File: src/sv/assert_macros.svh
// Assertion macros shared by the steering core RTL.
`ifndef ASSERT_MACROS_SVH
`define ASSERT_MACROS_SVH

// Clocked check, quiet while reset is asserted.
`define DPS_ASSERT_CLK(label, clk, rst_n, prop) \
    label: assert property (@(posedge clk) disable iff (!rst_n) prop) \
        else $error("steering core assertion failed");

// Clocked check that also runs through reset.
`define DPS_ASSERT_ALWAYS(label, clk, prop) \
    label: assert property (@(posedge clk) prop) \
        else $error("steering core assertion failed");

`endif

File: src/sv/dps_pkg.sv
// Shared types and constants for the differential PD steering core.
package dps_pkg;

    localparam int GAIN_W  = 12;
    localparam int SPEED_W = 16;
    localparam int THR_W   = 12;
    localparam int CFG_W   = 16;
    localparam int CFG_IDX_W = 3;

    localparam logic [GAIN_W-1:0]  GAIN_P_RST    = 12'd700;
    localparam logic [GAIN_W-1:0]  GAIN_D_RST    = 12'd250;
    localparam logic [SPEED_W-1:0] BASE_RST      = 16'd25000;
    localparam logic [SPEED_W-1:0] MAX_RST       = 16'd37000;
    localparam logic [SPEED_W-1:0] MIN_RST       = 16'd13000;
    localparam logic [THR_W-1:0]   THRESHOLD_RST = 12'd100;

    typedef enum logic [CFG_IDX_W-1:0] {
        CFG_GAIN_P         = 3'd0,
        CFG_GAIN_D         = 3'd1,
        CFG_CRUISE         = 3'd2,
        CFG_DRIVE_CAP      = 3'd3,
        CFG_DRIVE_FLOOR    = 3'd4,
        CFG_LOST_THRESHOLD = 3'd5
    } t_cfg_idx;

    typedef struct packed {
        logic [GAIN_W-1:0]  gain_p;
        logic [GAIN_W-1:0]  gain_d;
        logic [SPEED_W-1:0] cruise;
        logic [SPEED_W-1:0] drive_cap;
        logic [SPEED_W-1:0] drive_floor;
        logic [THR_W-1:0]   lost_threshold;
    } t_cfg;

endpackage

File: src/sv/differential_pd_steering_core.sv
// Top level of the differential PD line-following steering core.
// Each item is one left/right reflectance sample pair; each item yields one
// result: a left and a right motor drive compare value and a line-lost flag.
// The steering error is left minus right; when both samples sit below the
// lost-line threshold the error holds at its previous value, so the
// derivative term drops to zero. The correction is
// gain_p*error + gain_d*(error - previous error); the left drive is the
// cruise value minus the correction and the right drive the cruise value
// plus it, each capped at the drive cap and then floored at the drive floor
// (the floor wins if the limits cross). The core is a three-stage pipeline:
// error and derivative, then the two gain products, then the correction sum
// and the clamp into the result register. It takes one item every cycle
// while ready is high; an accepted item passes through the error, product
// and drive registers in that order, the drive register being the result
// register. The product stage sets the cycle time. Ready drops only when
// all three stages hold items and the result is not taken. Configuration
// registers are written through a plain write port (index 0..5: gain_p,
// gain_d, cruise value, drive cap, drive floor, lost_threshold; other
// indexes are ignored) and must only change while no item is in flight.
// Samples are SAMPLE_BITS wide (8 to 16).
`include "assert_macros.svh"

module differential_pd_steering_core import dps_pkg::*; #(
    parameter int SAMPLE_BITS = 12
) (
    input  logic                   i_clk,
    input  logic                   i_rst_n,
    // configuration write port
    input  logic                   i_cfg_wr_en,
    input  logic [CFG_IDX_W-1:0]   i_cfg_idx,
    input  logic [CFG_W-1:0]       i_cfg_wdata,
    // sample items
    input  logic                   i_valid,
    output logic                   o_ready,
    input  logic [SAMPLE_BITS-1:0] i_left_sample,
    input  logic [SAMPLE_BITS-1:0] i_right_sample,
    // drive results
    output logic                   o_valid,
    input  logic                   i_ready,
    output logic [SPEED_W-1:0]     o_left_drive,
    output logic [SPEED_W-1:0]     o_right_drive,
    output logic                   o_line_lost
);

    localparam int ERR_W = SAMPLE_BITS + 1;
    localparam int DER_W = SAMPLE_BITS + 2;
    localparam int PP_W  = SAMPLE_BITS + GAIN_W + 2;
    localparam int PD_W  = SAMPLE_BITS + GAIN_W + 3;

    t_cfg r_cfg;

    // stage one to stage two
    logic                    s1_valid;
    logic                    s2_ready;
    logic signed [ERR_W-1:0] s1_err;
    logic signed [DER_W-1:0] s1_deriv;
    logic                    s1_lost;

    // stage two to stage three
    logic                    s2_valid;
    logic                    s3_ready;
    logic signed [PP_W-1:0]  s2_prod_p;
    logic signed [PD_W-1:0]  s2_prod_d;
    logic                    s2_lost;

    logic                    in_accept;

    // Configuration registers: write at the addressed index, drop the rest.
    always_ff @(posedge i_clk) begin
        if (!i_rst_n) begin
            r_cfg.gain_p         <= GAIN_P_RST;
            r_cfg.gain_d         <= GAIN_D_RST;
            r_cfg.cruise         <= BASE_RST;
            r_cfg.drive_cap      <= MAX_RST;
            r_cfg.drive_floor    <= MIN_RST;
            r_cfg.lost_threshold <= THRESHOLD_RST;
        end else if (i_cfg_wr_en) begin
            unique case (t_cfg_idx'(i_cfg_idx))
                CFG_GAIN_P:         r_cfg.gain_p         <= i_cfg_wdata[GAIN_W-1:0];
                CFG_GAIN_D:         r_cfg.gain_d         <= i_cfg_wdata[GAIN_W-1:0];
                CFG_CRUISE:         r_cfg.cruise         <= i_cfg_wdata[SPEED_W-1:0];
                CFG_DRIVE_CAP:      r_cfg.drive_cap      <= i_cfg_wdata[SPEED_W-1:0];
                CFG_DRIVE_FLOOR:    r_cfg.drive_floor    <= i_cfg_wdata[SPEED_W-1:0];
                CFG_LOST_THRESHOLD: r_cfg.lost_threshold <= i_cfg_wdata[THR_W-1:0];
                default: begin
                    // unmapped index: ignore the write
                end
            endcase
        end
    end

    // Error stage also owns the stored error, updated as each item enters.
    dps_error #(
        .SAMPLE_BITS (SAMPLE_BITS)
    ) u_error (
        .i_clk            (i_clk),
        .i_rst_n          (i_rst_n),
        .i_valid          (i_valid),
        .o_ready          (o_ready),
        .i_left_sample    (i_left_sample),
        .i_right_sample   (i_right_sample),
        .i_lost_threshold (r_cfg.lost_threshold),
        .o_valid          (s1_valid),
        .i_ready          (s2_ready),
        .o_err            (s1_err),
        .o_deriv          (s1_deriv),
        .o_lost           (s1_lost)
    );

    dps_mult #(
        .SAMPLE_BITS (SAMPLE_BITS)
    ) u_mult (
        .i_clk    (i_clk),
        .i_rst_n  (i_rst_n),
        .i_valid  (s1_valid),
        .o_ready  (s2_ready),
        .i_err    (s1_err),
        .i_deriv  (s1_deriv),
        .i_lost   (s1_lost),
        .i_gain_p (r_cfg.gain_p),
        .i_gain_d (r_cfg.gain_d),
        .o_valid  (s2_valid),
        .i_ready  (s3_ready),
        .o_prod_p (s2_prod_p),
        .o_prod_d (s2_prod_d),
        .o_lost   (s2_lost)
    );

    // Drive stage doubles as the result register.
    dps_drive #(
        .SAMPLE_BITS (SAMPLE_BITS)
    ) u_drive (
        .i_clk         (i_clk),
        .i_rst_n       (i_rst_n),
        .i_valid       (s2_valid),
        .o_ready       (s3_ready),
        .i_prod_p      (s2_prod_p),
        .i_prod_d      (s2_prod_d),
        .i_lost        (s2_lost),
        .i_cruise      (r_cfg.cruise),
        .i_drive_cap   (r_cfg.drive_cap),
        .i_drive_floor (r_cfg.drive_floor),
        .o_valid       (o_valid),
        .i_ready       (i_ready),
        .o_left_drive  (o_left_drive),
        .o_right_drive (o_right_drive),
        .o_line_lost   (o_line_lost)
    );

    assign in_accept = i_valid && o_ready;

    // A lost line holds the error, so the derivative must be zero.
    `DPS_ASSERT_CLK(a_lost_zero_deriv, i_clk, i_rst_n, (s1_valid && s1_lost) |-> (s1_deriv == '0))
    // An accepted item always lands in the error stage.
    `DPS_ASSERT_CLK(a_accept_fills_s1, i_clk, i_rst_n, in_accept |=> s1_valid)
    // A product stage stalled by the drive stage keeps its item.
    `DPS_ASSERT_CLK(a_s2_hold, i_clk, i_rst_n, (s2_valid && !s3_ready) |=> (s2_valid && $stable(s2_prod_p) && $stable(s2_prod_d)))
    // Reset empties the result register.
    `DPS_ASSERT_ALWAYS(a_reset_empty, i_clk, !i_rst_n |=> !o_valid)

endmodule

File: src/sv/dps_error.sv
// Stage one: lost-line detect, steering error, derivative and stored error.
module dps_error import dps_pkg::*; #(
    parameter int SAMPLE_BITS = 12
) (
    input  logic                          i_clk,
    input  logic                          i_rst_n,
    input  logic                          i_valid,
    output logic                          o_ready,
    input  logic [SAMPLE_BITS-1:0]        i_left_sample,
    input  logic [SAMPLE_BITS-1:0]        i_right_sample,
    input  logic [THR_W-1:0]              i_lost_threshold,
    output logic                          o_valid,
    input  logic                          i_ready,
    output logic signed [SAMPLE_BITS:0]   o_err,
    output logic signed [SAMPLE_BITS+1:0] o_deriv,
    output logic                          o_lost
);

    localparam int ERR_W = SAMPLE_BITS + 1;
    localparam int CMP_W = (SAMPLE_BITS > THR_W) ? SAMPLE_BITS : THR_W;

    logic                    r_valid;
    logic signed [ERR_W-1:0] r_last_error;
    logic signed [ERR_W-1:0] n_last_error;
    logic signed [ERR_W-1:0] r_err;
    logic signed [ERR_W:0]   n_deriv;
    logic signed [ERR_W:0]   r_deriv;
    logic                    n_lost;
    logic                    r_lost;
    logic signed [ERR_W-1:0] diff;
    logic                    load;

    assign o_ready = !r_valid || i_ready;
    assign load    = i_valid && o_ready;

    always_comb begin
        n_lost = (CMP_W'(i_left_sample) < CMP_W'(i_lost_threshold)) &&
                 (CMP_W'(i_right_sample) < CMP_W'(i_lost_threshold));
        diff   = $signed({1'b0, i_left_sample}) - $signed({1'b0, i_right_sample});
        // hold the previous error while the line is lost
        n_last_error = n_lost ? r_last_error : diff;
        n_deriv = $signed({n_last_error[ERR_W-1], n_last_error})
                - $signed({r_last_error[ERR_W-1], r_last_error});
    end

    always_ff @(posedge i_clk) begin
        if (!i_rst_n) begin
            r_valid      <= 1'b0;
            r_last_error <= '0;
        end else begin
            if (o_ready) begin
                r_valid <= i_valid;
            end
            if (load) begin
                r_last_error <= n_last_error;
            end
        end
    end

    always_ff @(posedge i_clk) begin
        if (load) begin
            r_err   <= n_last_error;
            r_deriv <= n_deriv;
            r_lost  <= n_lost;
        end
    end

    assign o_valid = r_valid;
    assign o_err   = r_err;
    assign o_deriv = r_deriv;
    assign o_lost  = r_lost;

endmodule

File: src/sv/dps_mult.sv
// Stage two: proportional and derivative products.
module dps_mult import dps_pkg::*; #(
    parameter int SAMPLE_BITS = 12
) (
    input  logic                                 i_clk,
    input  logic                                 i_rst_n,
    input  logic                                 i_valid,
    output logic                                 o_ready,
    input  logic signed [SAMPLE_BITS:0]          i_err,
    input  logic signed [SAMPLE_BITS+1:0]        i_deriv,
    input  logic                                 i_lost,
    input  logic [GAIN_W-1:0]                    i_gain_p,
    input  logic [GAIN_W-1:0]                    i_gain_d,
    output logic                                 o_valid,
    input  logic                                 i_ready,
    output logic signed [SAMPLE_BITS+GAIN_W+1:0] o_prod_p,
    output logic signed [SAMPLE_BITS+GAIN_W+2:0] o_prod_d,
    output logic                                 o_lost
);

    localparam int ERR_W = SAMPLE_BITS + 1;
    localparam int DER_W = SAMPLE_BITS + 2;
    localparam int PP_W  = ERR_W + GAIN_W + 1;
    localparam int PD_W  = DER_W + GAIN_W + 1;

    logic                   r_valid;
    logic signed [PP_W-1:0] n_prod_p;
    logic signed [PP_W-1:0] r_prod_p;
    logic signed [PD_W-1:0] n_prod_d;
    logic signed [PD_W-1:0] r_prod_d;
    logic                   r_lost;
    logic                   load;

    assign o_ready = !r_valid || i_ready;
    assign load    = i_valid && o_ready;

    always_comb begin
        n_prod_p = $signed({{(GAIN_W+1){i_err[ERR_W-1]}}, i_err})
                 * $signed({{(ERR_W+1){1'b0}}, i_gain_p});
        n_prod_d = $signed({{(GAIN_W+1){i_deriv[DER_W-1]}}, i_deriv})
                 * $signed({{(DER_W+1){1'b0}}, i_gain_d});
    end

    always_ff @(posedge i_clk) begin
        if (!i_rst_n) begin
            r_valid <= 1'b0;
        end else if (o_ready) begin
            r_valid <= i_valid;
        end
    end

    always_ff @(posedge i_clk) begin
        if (load) begin
            r_prod_p <= n_prod_p;
            r_prod_d <= n_prod_d;
            r_lost   <= i_lost;
        end
    end

    assign o_valid  = r_valid;
    assign o_prod_p = r_prod_p;
    assign o_prod_d = r_prod_d;
    assign o_lost   = r_lost;

endmodule

File: src/sv/dps_drive.sv
// Stage three: correction sum, drive values, cap and floor, result register.
module dps_drive import dps_pkg::*; #(
    parameter int SAMPLE_BITS = 12
) (
    input  logic                                 i_clk,
    input  logic                                 i_rst_n,
    input  logic                                 i_valid,
    output logic                                 o_ready,
    input  logic signed [SAMPLE_BITS+GAIN_W+1:0] i_prod_p,
    input  logic signed [SAMPLE_BITS+GAIN_W+2:0] i_prod_d,
    input  logic                                 i_lost,
    input  logic [SPEED_W-1:0]                   i_cruise,
    input  logic [SPEED_W-1:0]                   i_drive_cap,
    input  logic [SPEED_W-1:0]                   i_drive_floor,
    output logic                                 o_valid,
    input  logic                                 i_ready,
    output logic [SPEED_W-1:0]                   o_left_drive,
    output logic [SPEED_W-1:0]                   o_right_drive,
    output logic                                 o_line_lost
);

    localparam int PP_W  = SAMPLE_BITS + GAIN_W + 2;
    localparam int PD_W  = SAMPLE_BITS + GAIN_W + 3;
    localparam int SUM_W = PD_W + 1;
    localparam int DRV_W = SUM_W + 1;

    function automatic logic [SPEED_W-1:0] clamp_drive(
        input logic signed [DRV_W-1:0] v,
        input logic [SPEED_W-1:0]      hi,
        input logic [SPEED_W-1:0]      lo
    );
        logic signed [DRV_W-1:0] hx;
        logic signed [DRV_W-1:0] lx;
        logic signed [DRV_W-1:0] t;
        hx = $signed({{(DRV_W-SPEED_W){1'b0}}, hi});
        lx = $signed({{(DRV_W-SPEED_W){1'b0}}, lo});
        t  = (v > hx) ? hx : v;
        // floor last so it wins over a crossed cap
        t  = (t < lx) ? lx : t;
        return t[SPEED_W-1:0];
    endfunction

    logic                    r_valid;
    logic signed [SUM_W-1:0] corr;
    logic signed [DRV_W-1:0] base_x;
    logic signed [DRV_W-1:0] corr_x;
    logic signed [DRV_W-1:0] left_v;
    logic signed [DRV_W-1:0] right_v;
    logic [SPEED_W-1:0]      r_left_drive;
    logic [SPEED_W-1:0]      r_right_drive;
    logic                    r_line_lost;
    logic                    load;

    assign o_ready = !r_valid || i_ready;
    assign load    = i_valid && o_ready;

    always_comb begin
        corr    = $signed({{2{i_prod_p[PP_W-1]}}, i_prod_p})
                + $signed({i_prod_d[PD_W-1], i_prod_d});
        base_x  = $signed({{(DRV_W-SPEED_W){1'b0}}, i_cruise});
        corr_x  = $signed({corr[SUM_W-1], corr});
        left_v  = base_x - corr_x;
        right_v = base_x + corr_x;
    end

    always_ff @(posedge i_clk) begin
        if (!i_rst_n) begin
            r_valid <= 1'b0;
        end else if (o_ready) begin
            r_valid <= i_valid;
        end
    end

    always_ff @(posedge i_clk) begin
        if (load) begin
            r_left_drive  <= clamp_drive(left_v, i_drive_cap, i_drive_floor);
            r_right_drive <= clamp_drive(right_v, i_drive_cap, i_drive_floor);
            r_line_lost   <= i_lost;
        end
    end

    assign o_valid       = r_valid;
    assign o_left_drive  = r_left_drive;
    assign o_right_drive = r_right_drive;
    assign o_line_lost   = r_line_lost;

endmodule

File: config.mk
export PLATFORM = sky130hd
export DESIGN_NAME = differential_pd_steering_core
export DESIGN_NICKNAME = d
export VERILOG_FILES = /design/src/sv/dps_pkg.sv /design/src/sv/differential_pd_steering_core.sv /design/src/sv/dps_error.sv /design/src/sv/dps_mult.sv /design/src/sv/dps_drive.sv
export VERILOG_INCLUDE_DIRS = /design/src /design/src/sv
export SDC_FILE = /design/constraint.sdc
export NUM_CORES = 1
export LEC_CHECK = 0
export ABC_AREA = 1
export ABC_CLOCK_PERIOD_IN_PS = 12400
export CAP_MARGIN = 20
export CORE_ASPECT_RATIO = 1.4
export CORE_MARGIN = 4
export CORE_UTILIZATION = 65
export DETAILED_ROUTE_END_ITERATION = 8
export DONT_BUFFER_PORTS = 1
export PLACE_DENSITY = 0.82
export RECOVER_POWER = 100
export SLEW_MARGIN = 20
export SYNTH_ARGS = -nofsm -noshare
export SYNTH_HDL_FRONTEND = slang
export SYNTH_SLANG_ARGS = --single-unit
File: constraint.sdc
create_clock -name i_clk -period 12.4 [get_ports i_clk]
set_input_delay 2.48 -clock i_clk [delete_from_list [all_inputs] [get_ports i_clk]]
set_output_delay 2.48 -clock i_clk [all_outputs]
set_load 0.005 [all_outputs]
# --- After elaboration in Yosys (flattened, before gate mapping) ---
# Cells that the tools add are included.
word_totals:
  ff_bits: 215
  inputBits: 48
op_classes:
  addsub: 5
  n_mul: 2
  n_lt_le_gt_ge: 6
  eq_ne: 5
  mux: 5
  n_reduce_logical: 17
op_table:
  columns: ["operator", "n"]
  rows:
  - ["$gt A29 B17 Y1", 2]
  - ["$lt A29 B17 Y1", 2]
  - ["$mux W29", 2]
  - ["$mux W16", 2]
  - ["$add A17 B28 Y29", 1]
  - ["$sub A17 B28 Y29", 1]
  - ["$add A26 B27 Y28", 1]
  - ["$mul A14 B13 Y27", 1]
  - ["$mul A13 B13 Y26", 1]
  - ["$lt A12 B12 Y1", 2]
  - ["$sub A13 B13 Y14", 1]
  - ["$mux W13", 1]
  - ["$sub A12 B12 Y13", 1]
  - ["$reduce_and A2 Y1", 6]
  - ["$eq A3 B2 Y1 const B", 2]
  - ["$eq A3 B3 Y1 const B", 2]
  - ["$logic_and A1 B1 Y1", 4]
  - ["$eq A3 B1 Y1 const B", 1]
  - ["$logic_not A1 Y1", 3]
  - ["$logic_not A3 Y1", 1]
  - ["$logic_or A1 B1 Y1", 3]

# --- Longest topological paths before layout ---
# Gate-level depths: netlist (run 1).
logic_depth:
  ltp_word: 6
  mapped_depth: 48
  ltp_nobuf: 45

# --- Cells and area by module ---
# From an unflattened synthesis (run 1), not the netlist that was laid out.
hier_totals:
  cells_unflattened: 4311
  area_unflattened_um2: 30341.6
by_module_without_submodules:
  columns: ["mod", "n_inst", "cells_per_inst", "area_each_um2"]
  rows:
  - ["dps_mult", 1, 2063, 15645.0]
  - ["dps_drive", 1, 1300, 7902.6]
  - ["dps_error", 1, 490, 3540.9]
  - ["differential_pd_steering_core", 1, 458, 3253.1]

# --- Worst setup path after synthesis (run 1) ---
# No wires, ideal clock.
synth_timing:
  kind: "input port to flip-flop"
  start: "in i_left_sample[1]"
  end: "reg u_error.r_deriv[12], in the netlist u_error.o_deriv[12], data pin"
  setup_ns: 0.258
  arrival_time_ns: 5.759
  path_slack_ns: 6.384
  cell_stages: 27
  n_path_buf: 1
  path_cell_list: "ha_1 > a21boi_0 > o211ai_1 > nand2_1 > a211oi_1 > nand2_1 > clkbuf_1 > o21ai_0 > ha_1 > inv_1 > fa_1 > nand3_1 > nand2_1 > a21oi_1 > nor2_1 > o21ai_0 > nand2_1 > a21oi_1 > inv_1 > nand2_1 > inv_1 > nor2_1 > inv_1 > a21oi_1 > o21bai_1 > a21oi_1 > xnor2_1"
synth_via:
  elab_chain_cells: 4
  elab_cells_between_ends: 5
  classes_between: "add/sub: 2; order compare: 1; mux: 1; reduce/logical: 1"
synth_lines:
  columns: ["element", "line_no", "text"]
  rows:
  - ["start, declared", "differential_pd_steering_core.sv:35", "input logic [SAMPLE_BITS-1:0] i_left_sample,"]
  - ["$lt A12 B12 Y1", "dps_error.sv:37", "n_lost = (CMP_W'(i_left_sample) < CMP_W'(i_lost_threshold)) &&"]
  - ["$logic_and A1 B1 Y1", "dps_error.sv:37", null]
  - ["$mux W13 (*)", "dps_error.sv:41", "n_last_error = n_lost ? r_last_error : diff;"]
  - ["$sub A13 B13 Y14 (*)", "dps_error.sv:43", "- $signed({r_last_error[ERR_W-1], r_last_error});"]
  - ["named net u_error.n_deriv[12]", "dps_error.sv:26", "logic signed [ERR_W:0] n_deriv;"]
  - ["end signal, assigned", "dps_error.sv:63", "r_deriv <= n_deriv;"]
  - ["end, declared", "dps_error.sv:27", "logic signed [ERR_W:0] r_deriv;"]
# Mark *: on every way through the listed nets, which the timed path passes. The rest lies on a longest branch.
# A chain may end at the register's enable or synchronous reset.

# --- Final worst setup path (run 1) ---
layout_timing:
  start: "reg u_mult.r_prod_p[0], in the netlist u_mult.o_prod_p[0]"
  end: "reg u_drive.r_right_drive[13], in the netlist u_drive.o_right_drive[13], data pin"
layout_via:
  elab_chain_cells: 6
layout_lines:
  columns: ["element", "line_no", "text"]
  rows:
  - ["start, declared", "dps_mult.sv:28", "logic signed [PP_W-1:0] r_prod_p;"]
  - ["start signal, assigned", "dps_mult.sv:54", "r_prod_p <= n_prod_p;"]
  - ["$add A26 B27 Y28 (*)", "dps_drive.sv:59", "+ $signed({i_prod_d[PD_W-1], i_prod_d});"]
  - ["$add A17 B28 Y29 (*)", "dps_drive.sv:63", "right_v = base_x + corr_x;"]
  - ["$gt A29 B17 Y1", "dps_drive.sv:37", "t = (v > hx) ? hx : v;"]
  - ["$mux W29 (*)", "dps_drive.sv:37", null]
  - ["$lt A29 B17 Y1", "dps_drive.sv:39", "t = (t < lx) ? lx : t;"]
  - ["$mux W16 (*)", "dps_drive.sv:39", null]
  - ["end signal, assigned", "dps_drive.sv:77", "r_right_drive <= clamp_drive(right_v, i_drive_cap, i_drive_floor);"]
  - ["end, declared", "dps_drive.sv:50", "logic [SPEED_W-1:0] r_right_drive;"]
# Mark *: on every way between the ends. The rest lies on a longest branch, timed or not.

==> out/results.tsv, run 1 <==
stage	metric	value	unit
synthesis	synth_xor_area_frac	0.03678	
job	drv_cap	3	
run_status	run_status	finished with violations	
placement	place_area	0.02794	mm^2
routing	wl	73.11	mm
floorplanning	dieArea	0.04586	mm^2
global_routing	grt_pass1_wl	119.1	mm
synthesis	syn-num-nets	4223	
clock_network	cts_buffers	23	
setup_path	end_kind	flip-flop	
sta	finalHoldViolCount	0	
routing	drt_iter0_markers	1675	
clock_network	cts_tree	built	
synthesis	synth-seq-cells	215	
finish	drive_gt1_frac	0.03099	
synthesis	synth_area_leaders	fa_1, ha_1, edfxtp_1	
synthesis	syn_area	0.02759	mm^2
sta	period_minus_slack	9.069	ns
sta	setup_violations	0	
sta	fin_worst_skew	0.03573	ns
sta	timing.final.crit_share	0.7314	
sta	rsz0062_at_grt	false	
clock_network	cts-resized-gates	0	
routing	num_vias	22992	
sta	setup-tns-final	0	ns
routing	wire_per_inst	17.99	um
setup_path	critPathRequiredTime	12.81	ns
finish	synthToLayoutAreaGrowth	3.881	%
synthesis	synthArstFlopShare	0	
placement	portBuffers	0	
synthesis	synth_edf_count	115	
run_status	violations	DRC, capacitance limit, slew limit	
synthesis	synth_mux_area_frac	0	
synthesis	ys.flop_type	edfxtp_1	
setup_path	crit_slowest_cell	nand2_1	
floorplanning	die_h	251.8	um
setup_path	critPathMaxFanout	34	
finish	finalInstanceArea	0.02866	mm^2
clock_network	cts-root-buf	clkbuf_16	
hold_path	min_path_type	flip-flop to flip-flop	
synthesis	synth_top_area_frac	0.2256	
floorplanning	core	0.04209	mm^2
clock_network	clockBufferDepth	3	
global_routing	grt_pass1_vias	23647	
global_routing	grt_usage	0.3257	
setup_path	max_stage_delay	0.81	ns
synthesis	yosysMostFrequentCell	nand2_1	
synthesis	yosys-top-cells-count	nand2_1, inv_1, fa_1, ha_1, a21oi_1	
setup_path	cpMostUsedCell	nand2_1	
global_routing	grt_max_degree	85	
setup_path	critPathKind	flip-flop to flip-flop	
global_routing	overflow	0	
clock_network	h-tree-depth	1	
clock_network	post-cts-setup-buffers	0	
floorplanning	initial_utilization	0.6555	
synthesis	synth_compound_area_frac	0.08421	
routing	via_per_inst	5.657	
synthesis	yosysTopAreaCell	fa_1	
floorplanning	rows	89	
routing	first_pass_iters	9	
synthesis	ys_types	57	
finish	fin_nets	4158	
setup_path	startpoint_type	flip-flop	
synthesis	synth_top_family_by_area	adder cells	
placement	globalplace.congestion	0.9852	
synthesis	syn_inst	3565	
synthesis	syn_area_per_cell	7.740	um^2
clock_network	ctsHoldBuffers	0	
routing	drcViolationCount	2	
synthesis	synthSimpleGateAreaFrac	0.1944	
floorplanning	ioPinCount	83	
synthesis	seq_area_frac_synth	0.1977	
clock_network	clkTransAtPathRegs	0.07	ns
sta	fmax	110.3	MHz
placement	place_hpwl	59.42	mm
clock_network	clock-sinks	215	
sta	relSlewSlack	-1.054	
synthesis	ys_warn_count	0	
synthesis	synth_adder_area_share	0.3612	
sta	tightest_slew	3.081	ns
setup_path	arrival	9.48	ns
floorplanning	die_w	182.1	um
routing	ant_nets	0	
global_routing	antenna_found_initial	0	
clock_network	clock_latency	0.56	ns
sta	final_max_slew_viol_count	124	
## worst max-delay path, delay by kind of cell, from the launching register on
kind	cells	cell delay, ns
simple gates	22	3.88
compound gates	8	2.01
fa+ha+maj	5	1.79
xor+xnor	2	0.57
flops	1	0.33
buf+inv	4	0.30
## routing by layer
layer | up-vias | global-route usage | wire (um)
li1 | 10827 | - | -
met1 | 10833 | 0.3463 | 24620
met2 | 954 | 0.5796 | 36600
met3 | 378 | 0.03490 | 4242
met4 | 0 | 0.2660 | 7647
met5 | - | 0 | 0
## flip-flops by register name, indices dropped and copies added (netlist names), 13 cells and up
register	flops
r_cfg	84
u_drive.o_left_drive	16
u_error.r_last_error	13
u_error.o_deriv	14
u_mult.o_prod_d	27
u_drive.o_right_drive	16
u_mult.o_prod_p	26
u_error.o_err	13
## per-stage QoR
stage | utilization | worst slack, ns | std cells | hold slack [ns]
2_1_floorplan | - | 6.384 | 3565 | 0.4003
3_3_place_gp | 0.6636 | 5.234 | 4020 | 0.4192
3_5_place_dp | 0.6638 | 5.165 | 4021 | 0.4129
4_1_cts | 0.6830 | 5.124 | 4063 | 0.4281
5_1_grt | 0.6809 | 2.825 | 4063 | 0.4528
6_report | 0.6810 | 3.331 | 4064 | 0.4359
## placed cells by master (no fill, tap or decap), types with 3 or more instances in the layout
cell / n
nand3_1: 130
o21a_1: 3
nand4_1: 32
a21oi_1: 194
inv_2: 13
a21boi_0: 3
xnor2_1: 28
xor2_1: 86
a31oi_1: 7
nor2_4: 4
nand2_2: 17
nand2_4: 3
clkinv_2: 4
clkbuf_1: 8
nor2_1: 154
clkbuf_16: 23
o211ai_1: 13
clkinv_1: 5
inv_1: 802
bufinv_16: 4
nor3_1: 7
o21ai_1: 3
o31ai_1: 4
nand2_1: 906
o21bai_1: 10
a211oi_1: 8
nand3_2: 5
edfxtp_1: 115
a21o_1: 6
dfxtp_1: 100
o21ai_0: 159
fa_1: 311
nor2_2: 12
ha_1: 299
## final cells by class
class                           count  area, um^2
Antenna cell                        1       2.502
Timing Repair Buffer                7       33.78
Tap cell                          546       683.2
Clock buffer                       26       586.8
Multi-Input combinational cell   2435       18610
Sequential cell                   215        5455
Inverter                          818        3070
Clock inverter                     16       220.2
Fill cell                        3530       13430
## kinds of logic after synthesis
| group | count (synthesis) |
|---|---|
| AO/OA/AOI/OAI | 425 |
| XOR/XNOR | 115 |
| adder cells (fa/ha/maj) | 610 |
| buffers and inverters | 915 |
| flip-flops | 215 |
| AND/OR/NAND/NOR | 1285 |
## final timing paths
path | slack (ns) | cells past startpoint | end | start
worst max register to register | 3.33 | 41 | u_drive.o_right_drive[13] | u_mult.o_prod_p[0]
worst max-delay path | 3.33 | 41 | u_drive.o_right_drive[13] | u_mult.o_prod_p[0]
worst min-delay path | 0.44 | 0 | u_mult.o_lost | u_error.o_lost
worst min register to register | 0.44 | 0 | u_mult.o_lost | u_error.o_lost
Power of run 1 is not shown: default switching activity piles up to over one toggle a cycle in this logic, so the estimate is an artifact.
==> run 2, diff against run 1 <==
--- a/config.mk
+++ b/config.mk
@@ -7,14 +7,14 @@
 export NUM_CORES = 1
 export LEC_CHECK = 0
 export ABC_AREA = 1
-export ABC_CLOCK_PERIOD_IN_PS = 12400
+export ABC_CLOCK_PERIOD_IN_PS = 7600
 export CAP_MARGIN = 20
 export CORE_ASPECT_RATIO = 1.4
 export CORE_MARGIN = 4
-export CORE_UTILIZATION = 65
+export CORE_UTILIZATION = 60
 export DETAILED_ROUTE_END_ITERATION = 8
 export DONT_BUFFER_PORTS = 1
-export PLACE_DENSITY = 0.82
+export PLACE_DENSITY = 0.8
 export RECOVER_POWER = 100
 export SLEW_MARGIN = 20
 export SYNTH_ARGS = -nofsm -noshare
==> constraint.sdc (replaced) <==
create_clock -name i_clk -period 7.6 [get_ports i_clk]
set_input_delay 1.52 -clock i_clk [delete_from_list [all_inputs] [get_ports i_clk]]
set_output_delay 1.52 -clock i_clk [all_outputs]
set_load 0.005 [all_outputs]
==> run 2 against run 1 <==
Compared with the run above: the run ends with capacitance limit, slew limit left; flip-flop and latch count unchanged; final area grew 0.92%; utilization decreased by 4.2 points.
==> out/results.tsv, run 2 (synthesis gave the netlist of run 1 again) <==
stage	metric	value	unit
job	drv_cap	3	
setup_path	r2r_slack	0.66	ns
global_routing	grt_max_degree	85	
setup_path	critPathRequiredTime	7.92	ns
routing	wl_met3	3.541	mm
finish	synthToLayoutAreaGrowth	4.838	%
placement	portBuffers	0	
routing	drcViolationCount	0	
finish	drive_gt1_frac	0.03662	
floorplanning	ioPinCount	83	
floorplanning	die_w	189.2	um
clock_network	cts_buffers	24	
setup_path	crit_family	compound AO/OA/AOI/OAI gates	
placement	place_hpwl	61.34	mm
routing	route.met2.wl	38.35	mm
sta	period_minus_slack	6.943	ns
clock_network	cts-root-buf	clkbuf_16	
sta	timing.final.crit_share	0.9136	
sta	setup_violations	0	
clock_network	clockBufferDepth	3	
floorplanning	rows	92	
clock_network	post-cts-setup-buffers	0	
sta	relSlewSlack	-1.148	
floorplanning	die_h	261.7	um
finish	fillers	3986	
finish	largest_reg_flops	84	
sta	tightest_slew	3.222	ns
setup_path	critPathKind	flip-flop to flip-flop	
setup_path	cp.depth	39	
setup_path	arrival	7.26	ns
finish	top_register	r_cfg	
global_routing	grt_pass1_wl	120.5	mm
sta	fin_worst_skew	0.02192	ns
placement	globalplace.congestion	1.015	
routing	wire_per_inst	18.06	um
setup_path	critPathMaxFanout	34	
setup_path	crit_slowest_cell	ha_2	
clock_network	ctsHoldBuffers	0	
routing	drt_iter0_markers	1618	
global_routing	antenna_found_initial	2	
setup_path	r2r_cells	39	
routing	first_pass_iters	7	
finish	layout_commonest_cell	nand2_1	
routing	num_vias	22721	
finish	final_cell_mix	nand2_1, inv_1, fa_1	
global_routing	overflow	0	
setup_path	cpMostUsedCell	nand2_1	
sta	fmax	144.0	MHz
setup_path	end_kind	flip-flop	
floorplanning	initial_utilization	0.6099	
floorplanning	core	0.04524	mm^2
run_status	run_status	finished with violations	
finish	fin_nets	4163	
clock_network	cts_tree	built	
hold_path	holdPathStages	0	
sta	setup-tns-final	0	ns
routing	via_per_inst	5.495	
clock_network	clock-sinks	215	
clock_network	clock_latency	0.57	ns
routing	ant_nets	0	
sta	finalHoldViolCount	0	
setup_path	startpoint_type	flip-flop	
floorplanning	dieArea	0.04953	mm^2
clock_network	clkTransAtPathRegs	0.07	ns
setup_path	max_stage_delay	0.45	ns
hold_path	min_path_type	flip-flop to flip-flop	
routing	top_layer	met4	
global_routing	grt_pass1_vias	23421	
sta	rsz0062_at_grt	false	
global_routing	grt_usage	0.3091	
setup_path	critPathBufInv	4	
sta	final_max_slew_viol_count	124	
routing	met1_length	25.02	mm
routing	wl	74.69	mm
run_status	violations	capacitance limit, slew limit	
clock_network	h-tree-depth	1	
## run 2: cell types whose count changed in the layout (fill, tap and decap cells not counted), sizes merged
cell | previous run | this run
clkbuf | 31 | 33
inv | 819 | 816
clkinvlp | 1 | 6
buf | 2 | 4
## run 2: routing by layer
metal | vias to the layer above | track usage
met2 | 765 | 0.5648
met5 | - | 0
met4 | 0 | 0.2543
li1 | 10814 | -
met1 | 10814 | 0.3176
met3 | 328 | 0.03441
## run 2: final cells by class
cell class | count | area, um^2 | share of cell area
flip-flops and latches | 215 | 5455 | 0.1886
inverters | 818 | 3070 | 0.1061
well taps | 611 | 764.5 | 0.02643
multi-input cells | 2435 | 18720 | 0.6470
diodes | 1 | 2.502 | 0.00008651
clock inverters | 18 | 254.0 | 0.008780
clock buffers | 26 | 608.1 | 0.02102
repair buffers | 11 | 56.30 | 0.001946
## run 2: worst register-to-register path, delay by kind of cell, from the launching register on
kind | cells | cell delay, ns
buffers and inverters | 4 | 0.43
AOI/OAI and AO/OA | 10 | 2.14
DFF | 1 | 0.34
adders and majority gates | 5 | 1.73
and+or+nand+nor | 18 | 1.63
xor gates and xnor gates | 2 | 0.45
## run 2: per-stage QoR
| stage | utilization | hold WS [ns] | std cells | setup WS (ns) | cell area (um^2) |
|---|---|---|---|---|---|
| 2_1_floorplan | - | 0.4003 | 3565 | 1.751 | 27590 |
| 3_3_place_gp | 0.6201 | 0.4098 | 4090 | 0.7062 | 28050 |
| 3_5_place_dp | 0.6201 | 0.4119 | 4090 | 0.6281 | 28050 |
| 4_1_cts | 0.6392 | 0.4280 | 4134 | 0.5194 | 28920 |
| 5_1_grt | 0.6395 | 0.4399 | 4135 | 0.01992 | 28930 |
| 6_report | 0.6395 | 0.4290 | 4135 | 0.6570 | 28930 |
## run 2: path summary, 6_finish.rpt
check	start	to
setup reg to reg	u_mult.o_prod_d[0]	u_drive.o_left_drive[10]
setup / recovery	u_mult.o_prod_d[0]	u_drive.o_left_drive[10]
hold reg to reg	u_mult.o_lost	u_drive.o_line_lost
hold / removal	u_mult.o_lost	u_drive.o_line_lost
## run 2: repair_timing
| action | in CTS | in global routing |
|---|---|---|
| endpoints found under the hold margin | 0 | 0 |
| endpoints found under the setup margin | 0 | 32 |
| resized for setup | 0 | 9 |
Power of run 2 is left out for the same reason.
